## src/design/fsu_pkg.sv

```systemverilog
// Shared constants and controller/datapath interface types for the search unit.
package fsu_pkg;

    localparam int TABLE_DEPTH = 1024;
    localparam int ADDR_W      = $clog2(TABLE_DEPTH);
    localparam int BOUND_W     = ADDR_W + 1;
    localparam int COUNT_W     = 11;
    localparam int WORD_W      = 32;

    localparam logic REQ_WRITE  = 1'b0;
    localparam logic REQ_SEARCH = 1'b1;

    typedef struct packed {
        logic start;      // latch key, open full window, clear hit
        logic rd_mid;     // read table at mid
        logic rd_prev;    // read table at mid - 1
        logic go_left;    // high bound := mid
        logic go_right;   // low bound := mid + 1
        logic mark_hit;   // record hit at mid
        logic publish;    // load output registers
    } cmd_t;

    typedef struct packed {
        logic in_range;   // window not empty
        logic key_lt;     // key < probed entry
        logic key_gt;     // key > probed entry
        logic mid_zero;   // mid is the first entry
        logic prev_diff;  // left neighbor differs from key
    } status_t;

endpackage

```

## src/design/fsu_ctrl.sv

```systemverilog
// Controller: sequences table writes, search iterations and result handoff.
module fsu_ctrl (
    input  logic             clk,
    input  logic             rst_n,
    input  logic             in_valid,
    output logic             in_ready,
    input  logic             req_type,
    output logic             out_valid,
    input  logic             out_ready,
    output logic             wr_en,
    output fsu_pkg::cmd_t    cmd,
    input  fsu_pkg::status_t status
);
    import fsu_pkg::*;

    localparam logic [2:0] S_IDLE  = 3'd0;
    localparam logic [2:0] S_CHECK = 3'd1;
    localparam logic [2:0] S_PROBE = 3'd2;
    localparam logic [2:0] S_NEIGH = 3'd3;
    localparam logic [2:0] S_DONE  = 3'd4;

    logic [2:0] state_reg, state_next;
    logic       out_valid_reg, out_valid_next;
    logic       accept;

    assign in_ready = (state_reg == S_IDLE);
    assign accept   = in_valid && in_ready;
    assign wr_en    = accept && (req_type == REQ_WRITE);

    always_comb
    begin
        state_next     = state_reg;
        out_valid_next = out_valid_reg && !out_ready;
        cmd            = '0;
        unique case (state_reg)
            S_IDLE:
            begin
                if (accept && req_type == REQ_SEARCH)
                begin
                    cmd.start  = 1'b1;
                    state_next = S_CHECK;
                end
            end
            S_CHECK:
            begin
                if (status.in_range)
                begin
                    cmd.rd_mid = 1'b1;
                    state_next = S_PROBE;
                end
                else
                begin
                    state_next = S_DONE;
                end
            end
            S_PROBE:
            begin
                priority if (status.key_lt)
                begin
                    cmd.go_left = 1'b1;
                    state_next  = S_CHECK;
                end
                else if (status.key_gt)
                begin
                    cmd.go_right = 1'b1;
                    state_next   = S_CHECK;
                end
                else if (status.mid_zero)
                begin
                    cmd.mark_hit = 1'b1;
                    state_next   = S_DONE;
                end
                else
                begin
                    cmd.rd_prev = 1'b1;
                    state_next  = S_NEIGH;
                end
            end
            S_NEIGH:
            begin
                // equal left neighbor: first occurrence lies further left
                if (status.prev_diff)
                begin
                    cmd.mark_hit = 1'b1;
                    state_next   = S_DONE;
                end
                else
                begin
                    cmd.go_left = 1'b1;
                    state_next  = S_CHECK;
                end
            end
            S_DONE:
            begin
                if (!out_valid_reg || out_ready)
                begin
                    cmd.publish    = 1'b1;
                    out_valid_next = 1'b1;
                    state_next     = S_IDLE;
                end
            end
            default:
            begin
                state_next = S_IDLE;
            end
        endcase
    end

    always_ff @(posedge clk or negedge rst_n)
    begin
        if (!rst_n)
        begin
            state_reg     <= S_IDLE;
            out_valid_reg <= 1'b0;
        end
        else
        begin
            state_reg     <= state_next;
            out_valid_reg <= out_valid_next;
        end
    end

    assign out_valid = out_valid_reg;

endmodule

```

## config.mk

```make
export PLATFORM = sky130hd
export DESIGN_NAME = fsu_ctrl
export DESIGN_NICKNAME = d
export VERILOG_FILES = /design/src/design/fsu_pkg.sv /design/src/design/fsu_ctrl.sv
export SDC_FILE = /design/constraint.sdc
export NUM_CORES = 1
export LEC_CHECK = 0
export ABC_AREA = 0
export BUFFER_PORTS_ARGS = -buffer_cell sky130_fd_sc_hd__clkbuf_2
export CORE_AREA = 2 2 39 41
export DETAILED_ROUTE_END_ITERATION = 10
export DIE_AREA = 0 0 41 43
export HOLD_SLACK_MARGIN = 0.05
export PLACE_DENSITY = 0.56
export SLEW_MARGIN = 20
export SYNTH_ARGS = -nofsm -noshare
export SYNTH_HDL_FRONTEND = slang
export SYNTH_SLANG_ARGS = --single-unit
export TNS_END_PERCENT = 1
```

## constraint.sdc

```tcl
create_clock -name clk -period 2.7 [get_ports clk]
set_clock_uncertainty 0.15 [all_clocks]
set_input_delay 0.675 -clock clk [delete_from_list [all_inputs] [get_ports clk]]
set_output_delay 0.675 -clock clk [all_outputs]
set_load 0.01 [all_outputs]
```

---- After elaboration in Yosys (flattened, before gate mapping) ----
Cells that the tools add are included.
word-level totals
  ROM bits ................................ 0
  output and inout port bits .............. 10
  register bits ........................... 4
  memories ................................ 0
  bits in writable memories ............... 0
  word-level logic and storage cells ...... 48
  bits in latches ......................... 0
  input port bits ......................... 10
operators by class
  shift operators ......................... 0
  reduce and logical (&&, ||, !) cells .... 9
  div/mod/pow operators ................... 0
  multiplexer cells ....................... 30
  multipliers ............................. 0
  eq/ne operators ......................... 6
  add/subtract/negate cells ............... 0
  bitwise operators ....................... 1
  magnitude comparators ................... 0
operators by type and width
  cell                  count
  $mux W3               7
  $mux W1               19
  $pmux W3 S5           1
  $eq A3 B2 Y1 const B  2
  $logic_and A1 B1 Y1   4
  $pmux W1 S2           2
  $eq A3 B1 Y1 const B  1
  $eq A3 B3 Y1 const B  1
  $logic_not A3 Y1      1
  $logic_not A1 Y1      2
  $mux W2               1
  $ne A2 B1 Y1 const B  1
  $ne A2 B2 Y1 const B  1
  $reduce_and A2 Y1     1
  $logic_or A1 B1 Y1    1
  $not A1 Y1            1

---- Depth between registers and ports, before layout ----
Gate-level depths: netlist of run 1.
  depth after elaboration ................. 5
  mapped depth ............................ 4
  mapped depth without buffers ............ 3

---- Worst setup path after synthesis of run 1 ----
OpenSTA, ideal clock, no wires.
  path type ............................... input to output
  start ................................... in status[3] (netlist name)
  end ..................................... out cmd[4] (netlist name)
  arrival ................................. 1.200 ns
  stages on the path ...................... 2
  required time ........................... 1.875 ns
  setup slack ............................. 0.675 ns
  buffers on the path ..................... 0
  cells stage by stage .................... nor4b_4 > nor3b_2
RTL lines
  what             line            text
  start, declared  fsu_ctrl.sv:12  input fsu_pkg::status_t status
  end, declared    fsu_ctrl.sv:11  output fsu_pkg::cmd_t cmd,

==> flow_summary.toml, run 1 <==
[outcome]
outcome = "complete, no violations"

[pwr]
irDropWorstVdd_uv = 223
leakage_uw = 0.000231
power_density_nw_per_um2 = 705

[global_routing]
grt_pass1_wl_mm = 1.15
grt_start_max_net_pins = 10
first_global_vias = 309
antenna_found_initial = 0
track_usage = 0.0980
gr-total-overflow = 0

[yosys]
syn_avg_cell_area_sq_um = 8.83
ys_seq_elements = 4
syn_area_sq_um = 318
yosys.area_share.simple = 0.437
synth_top_area_cell = "dfrtp_1"
synth_top_area_frac = 0.315
ys_types = 22
synthXorXnorAreaFrac = 0
synthCells = 36
synth_compound_area_frac = 0.142
synth_top_family_by_area = "simple AND/OR/NAND/NOR gates"
synth.area.mux_share = 0.0315
synthAdderAreaFrac = 0
synth_nets = 46
ys_seq_area_frac = 0.315
yosysWarnings = 0
synth_area_leaders = "dfrtp_1, nor2b_1, nor4b_4"

[layout]
diodes = 0
syn_to_final_growth_pct = 38.2
layout_common_cells = "clkbuf_2, nand2_1, nor2b_1, dfrtp_1, clkbuf_4"
layout-drive-gt1-share = 0.464
fin_util = 0.317
fin_nets = 68
final_common_cell = "clkbuf_2"
largest_reg_flops = 3

[timing]
clock.fmax_mhz = 437
min_period_ns = 2.29
setup_ws_ns = 0.414
grt_setup_unrepaired = "false"
setup_violations = 0
fin_setup_tns_ns = 0
relSlewSlack = 0.791
tightest_slew_ns = 0.313
whs_ns = 0.0878
fin_crit_sh = 0.847
hold_viol_final = 0
finalMaxSlewViolations = 0

[clocking]
clk_pin_slew_ns = 0.04
cts_tree = "built"
ctsHoldBuffers = 0
htreeDepth = 1
cts_root_buf = "clkbuf_4"
cts.path.max_buffers = 2
cts_resized = 0
cts.sinks = 4
clk_latency_ns = 0.23
postCtsSetupBuffers = 0
cts-buffers-inserted = 3

[drt]
drc = 0
drt_iter0_drc = 1
avgRoutedWirePerCell_um = 9.58
drt-vias-per-instance = 4.54
firstDrtPassIters = 4
vias = 327
final_antenna_net_count = 0
wl_um = 690

[placed_design]
numPortBuffers = 19
gp_congestion = 0.739
dp_hpwl_um = 566
post-place-ws_ns = 0.424

[die]
start_util = 0.230
coreArea_sq_um = 1380
fp.dieH_um = 43
fp.dieW_um = 41
die_area_sq_um = 1760
io_pins = 20
core.rowCount = 14

[critical_path]
crit_type = "flop to primary output"
crit_arrival_ns = 1.46
crit_chain = "nor4b_4 > nor3b_2 > clkbuf_2"
crit_required_ns = 1.88
reg2reg_depth = 3
cp-start-kind = "flop"
crit_path_max_fanout = 8
cp-end-kind = "primary output"
critPathSlowestCell = "dfrtp_1"
cpPeakStageDelay_ns = 0.48

[flow_run]
cap_violations = 0

[hold_path]
hp-class = "primary input to async pin"
power by group:
group,internal (uW),total [uW],switching [uW],leakage (uW)
registers,78.1,111,32.8,0.0000534
logic,63.2,126,62.5,0.000164
clock network,49.6,72.9,23.2,0.0000138
worst paths after layout:
check	startpoint	to	slack [ns]
worst max-delay path	state_reg[0]$_DFFE_PN0P_	cmd[4]	0.41
worst min-delay path	rst_n	state_reg[0]$_DFFE_PN0P_	0.09
worst max register to register	state_reg[0]$_DFFE_PN0P_	state_reg[1]$_DFFE_PN0P_	1.29
worst min register to register	out_valid$_DFF_PN0_	out_valid$_DFF_PN0_	0.38
max in group asynchronous	rst_n	state_reg[1]$_DFFE_PN0P_	2.19
min in group clk	out_valid$_DFF_PN0_	out_valid$_DFF_PN0_	0.38
per-stage QoR:
stage / total power [uW] / cells / instance area [sq um]
finish: 309 / 72 / 439
global route: 335 / 72 / 439
CTS: 315 / 72 / 439
detailed placement: 239 / 69 / 417
global placement: 236 / 69 / 417
floorplan: 198 / 36 / 318
area by class of cell:
class,instances,area (sq um)
multi-input cells,28,194
fillers,159,945
inverters,2,7.51
well taps,16,20.0
clock buffers,3,22.5
flip-flops and latches,4,100
repair buffers,19,95.1
synth_stat cells:
| cell | n |
|---|---|
| nor3b_1 | 1 |
| nor2_1 | 2 |
| inv_1 | 2 |
| nand2_1 | 5 |
| a32o_1 | 1 |
| nor4b_4 | 1 |
| nor3_1 | 1 |
| and3_1 | 2 |
| or2_1 | 1 |
| nor3b_2 | 1 |
| buf_2 | 1 |
| buf_6 | 1 |
| and2_2 | 1 |
| a21oi_1 | 2 |
| nand2b_1 | 1 |
| a311o_2 | 1 |
| o21ai_0 | 1 |
| o221ai_1 | 1 |
| and2_1 | 1 |
| mux2i_1 | 1 |
| nor2b_1 | 4 |
| dfrtp_1 | 4 |
metal layers:
metal | up-vias | routed length, um | global-route usage | part of all wire
li1 | 165 | - | - | -
met4 | 0 | 0 | 0.0800 | 0
met5 | - | 0 | 0 | 0
met3 | 0 | 62 | 0.0314 | 0.090
met2 | 16 | 339 | 0.128 | 0.49
met1 | 146 | 288 | 0.125 | 0.42
critical path: cells and delay by family (launching register included):
kind                   cells  cell delay, ns
AND/OR/NAND/NOR            2            0.60
flip-flops                 1            0.48
buffers and inverters      1            0.15
logic make-up (layout without fill, tap and decap cells):
logic type | after synthesis | after routing
simple gates | 21 | 21
flops | 4 | 4
compound gates | 6 | 6
buf+inv | 4 | 24
mux | 1 | 1
(Power assumes the default switching activity.)
==> inputs of run 2 (changes only) <==
- PLACE_DENSITY: 0.56 -> 0.58
- clock period: 2.7 -> 1.9 ns (I/O delays scaled with it)
==> run 2 against run 1 <==
Against the previous run: the run now ends with setup timing left; non-clock buffer count grew 6; final cell count up 8.3%; clock power is 56% higher; combinational power is 110% higher; register-to-register slack lost 0.70 ns; largest cell class unchanged.
==> flow_summary.toml, run 2 (synthesized netlist as in run 1, its figures left out) <==
[pwr]
p_seq_frac = 0.293
irDropWorstVdd_uv = 380
p_int_uw = 331
p_sw_uw = 205
power_density_nw_per_um2 = 1010
p_sw_frac = 0.383
power_frac_clock = 0.212
comb_power_share = 0.495
leakage_uw = 0.000275

[timing]
finalMaxSlewViolations = 0
relSlewSlack = 0.858
grt_setup_unrepaired = "true"
fin_crit_sh = 1.04
setup_violations = 3
fin_setup_tns_ns = -0.220
clock.fmax_mhz = 506
min_period_ns = 1.98
tightest_slew_ns = 0.212
setup_ws_ns = -0.0768
hold_viol_final = 0

[placed_design]
numPortBuffers = 19
gp_congestion = 0.803
placed_cells = 72
post-place-ws_ns = -0.0261
dp_hpwl_um = 654

[die]
start_util = 0.230
fp.dieH_um = 43
io_pins = 20
fp.dieW_um = 41
die_area_sq_um = 1760
coreArea_sq_um = 1380
core.rowCount = 14

[drt]
drt_iter0_drc = 2
wl_um = 890
vias = 376
final_antenna_net_count = 0
firstDrtPassIters = 4
drt-vias-per-instance = 4.82
avgRoutedWirePerCell_um = 11.4
drc = 0

[clocking]
cts.sinks = 4
cts_root_buf = "clkbuf_4"
cts-buffers-inserted = 3
htreeDepth = 1
clk_pin_slew_ns = 0.04
cts_tree = "built"
cts.path.max_buffers = 2
clk_latency_ns = 0.24

[layout]
layout-drive-gt1-share = 0.613
syn_to_final_growth_pct = 67.3
fin_nets = 74
diodes = 0
stdcell_count = 78
layout_common_cells = "clkbuf_2, nand2_1, buf_2"
final_common_cell = "clkbuf_2"
largest_reg_flops = 3
fin_util = 0.384

[hold_path]
hp-class = "flop to flop"
min_path_cells = 2
whs_endpoint = "out_valid$_DFF_PN0_"
min_from = "out_valid$_DFF_PN0_"

[critical_path]
crit_required_ns = 1.27
r2r_start = "state_reg[2]$_DFFE_PN0P_"
crit_type = "flop to primary output"
reg2reg_depth = 3
critPathSlowestCell = "dfrtp_2"
rrSetupSlack_ns = 0.59
cp-end-kind = "primary output"
crit_chain = "buf_6 > nor2b_1 > a32o_1 > buf_2"
cp-start-kind = "flop"
r2r_end = "state_reg[1]$_DFFE_PN0P_"
cpPeakStageDelay_ns = 0.45
crit_path_max_fanout = 5
crit_arrival_ns = 1.35

[global_routing]
grt_pass1_wl_mm = 1.46
track_usage = 0.128
antenna_found_initial = 0
gr-total-overflow = 0
first_global_vias = 355
grt_start_max_net_pins = 6

[outcome]
outcome = "finished, violations left"
violations = "setup timing"

[flow_run]
cap_violations = 0
==> run 2: cell types whose count changed in the layout (fill, tap and decap cells not counted), sizes merged <==
cell / delta
buf: +10
clkbuf: -5
dlygate4sd3: +1
==> run 2: power groups by stage <==
| stage | clock [uW] | combinational (uW) | sequential, uW |
|---|---|---|---|
| 2_1_floorplan | 0 | 148 | 134 |
| 3_3_place_gp | 0 | 219 | 145 |
| 3_5_place_dp | 0 | 222 | 147 |
| 4_1_cts | 111 | 240 | 149 |
| 5_1_grt | 116 | 295 | 161 |
| 6_report | 114 | 266 | 157 |
==> run 2: layout make-up <==
type | instances | area (sq um)
fillers | 146 | 852
clock buffers | 3 | 22.5
inverters | 2 | 7.51
flip-flops and latches | 4 | 104
well taps | 16 | 20.0
repair buffers | 25 | 156
multi-input cells | 28 | 221
==> run 2: timing repair <==
| item | 4_1_cts | 5_1_grt |
|---|---|---|
| hold buffers | 1 | 0 |
| endpoints found under the setup margin | 7 | 8 |
| setup buffers | 1 | 1 |
| gates resized for setup | 6 | 11 |
| endpoints found under the hold margin | 4 | 0 |
| pin swaps | 1 | 1 |
==> run 2: worst max-delay path by stage <==
stage / end / cells past startpoint / slack [ns] / start
final: cmd[1] / 4 / -0.08 / state_reg[1]$_DFFE_PN0P_
after global routing: cmd[4] / 3 / -0.13 / state_reg[2]$_DFFE_PN0P_
after CTS: cmd[4] / 3 / -0.08 / state_reg[2]$_DFFE_PN0P_
after detailed placement: cmd[4] / 4 / -0.03 / status[3]
after global placement: cmd[4] / 4 / 0.03 / status[3]
after floorplan: wr_en / 4 / 0.13 / state_reg[0]$_DFFE_PN0P_
==> run 2: critical path: cells and delay by family, from the launching register on <==
kind	cells	cell delay [ns]
flip-flops	1	0.45
buffers and inverters	2	0.28
AO/OA/AOI/OAI	1	0.24
AND/OR/NAND/NOR	1	0.13
==> run 2: routing by layer <==
layer	share of wire	vias to the layer above	GRT usage	wire, um
li1	-	180	-	-
met1	0.37	172	0.136	329
met2	0.53	21	0.209	473
met3	0.079	3	0.0314	70
met4	0.019	0	0.0800	17
met5	0	-	0	0
==> run 2: stage by stage <==
stage / total power (uW) / area, sq um / hold WS [ns]
after global routing: 571 / 532 / 0.431
final: 537 / 532 / 0.392
after floorplan: 282 / 318 / 0.0294
after detailed placement: 368 / 439 / 0.132
after global placement: 363 / 439 / 0.131
after CTS: 500 / 499 / 0.399
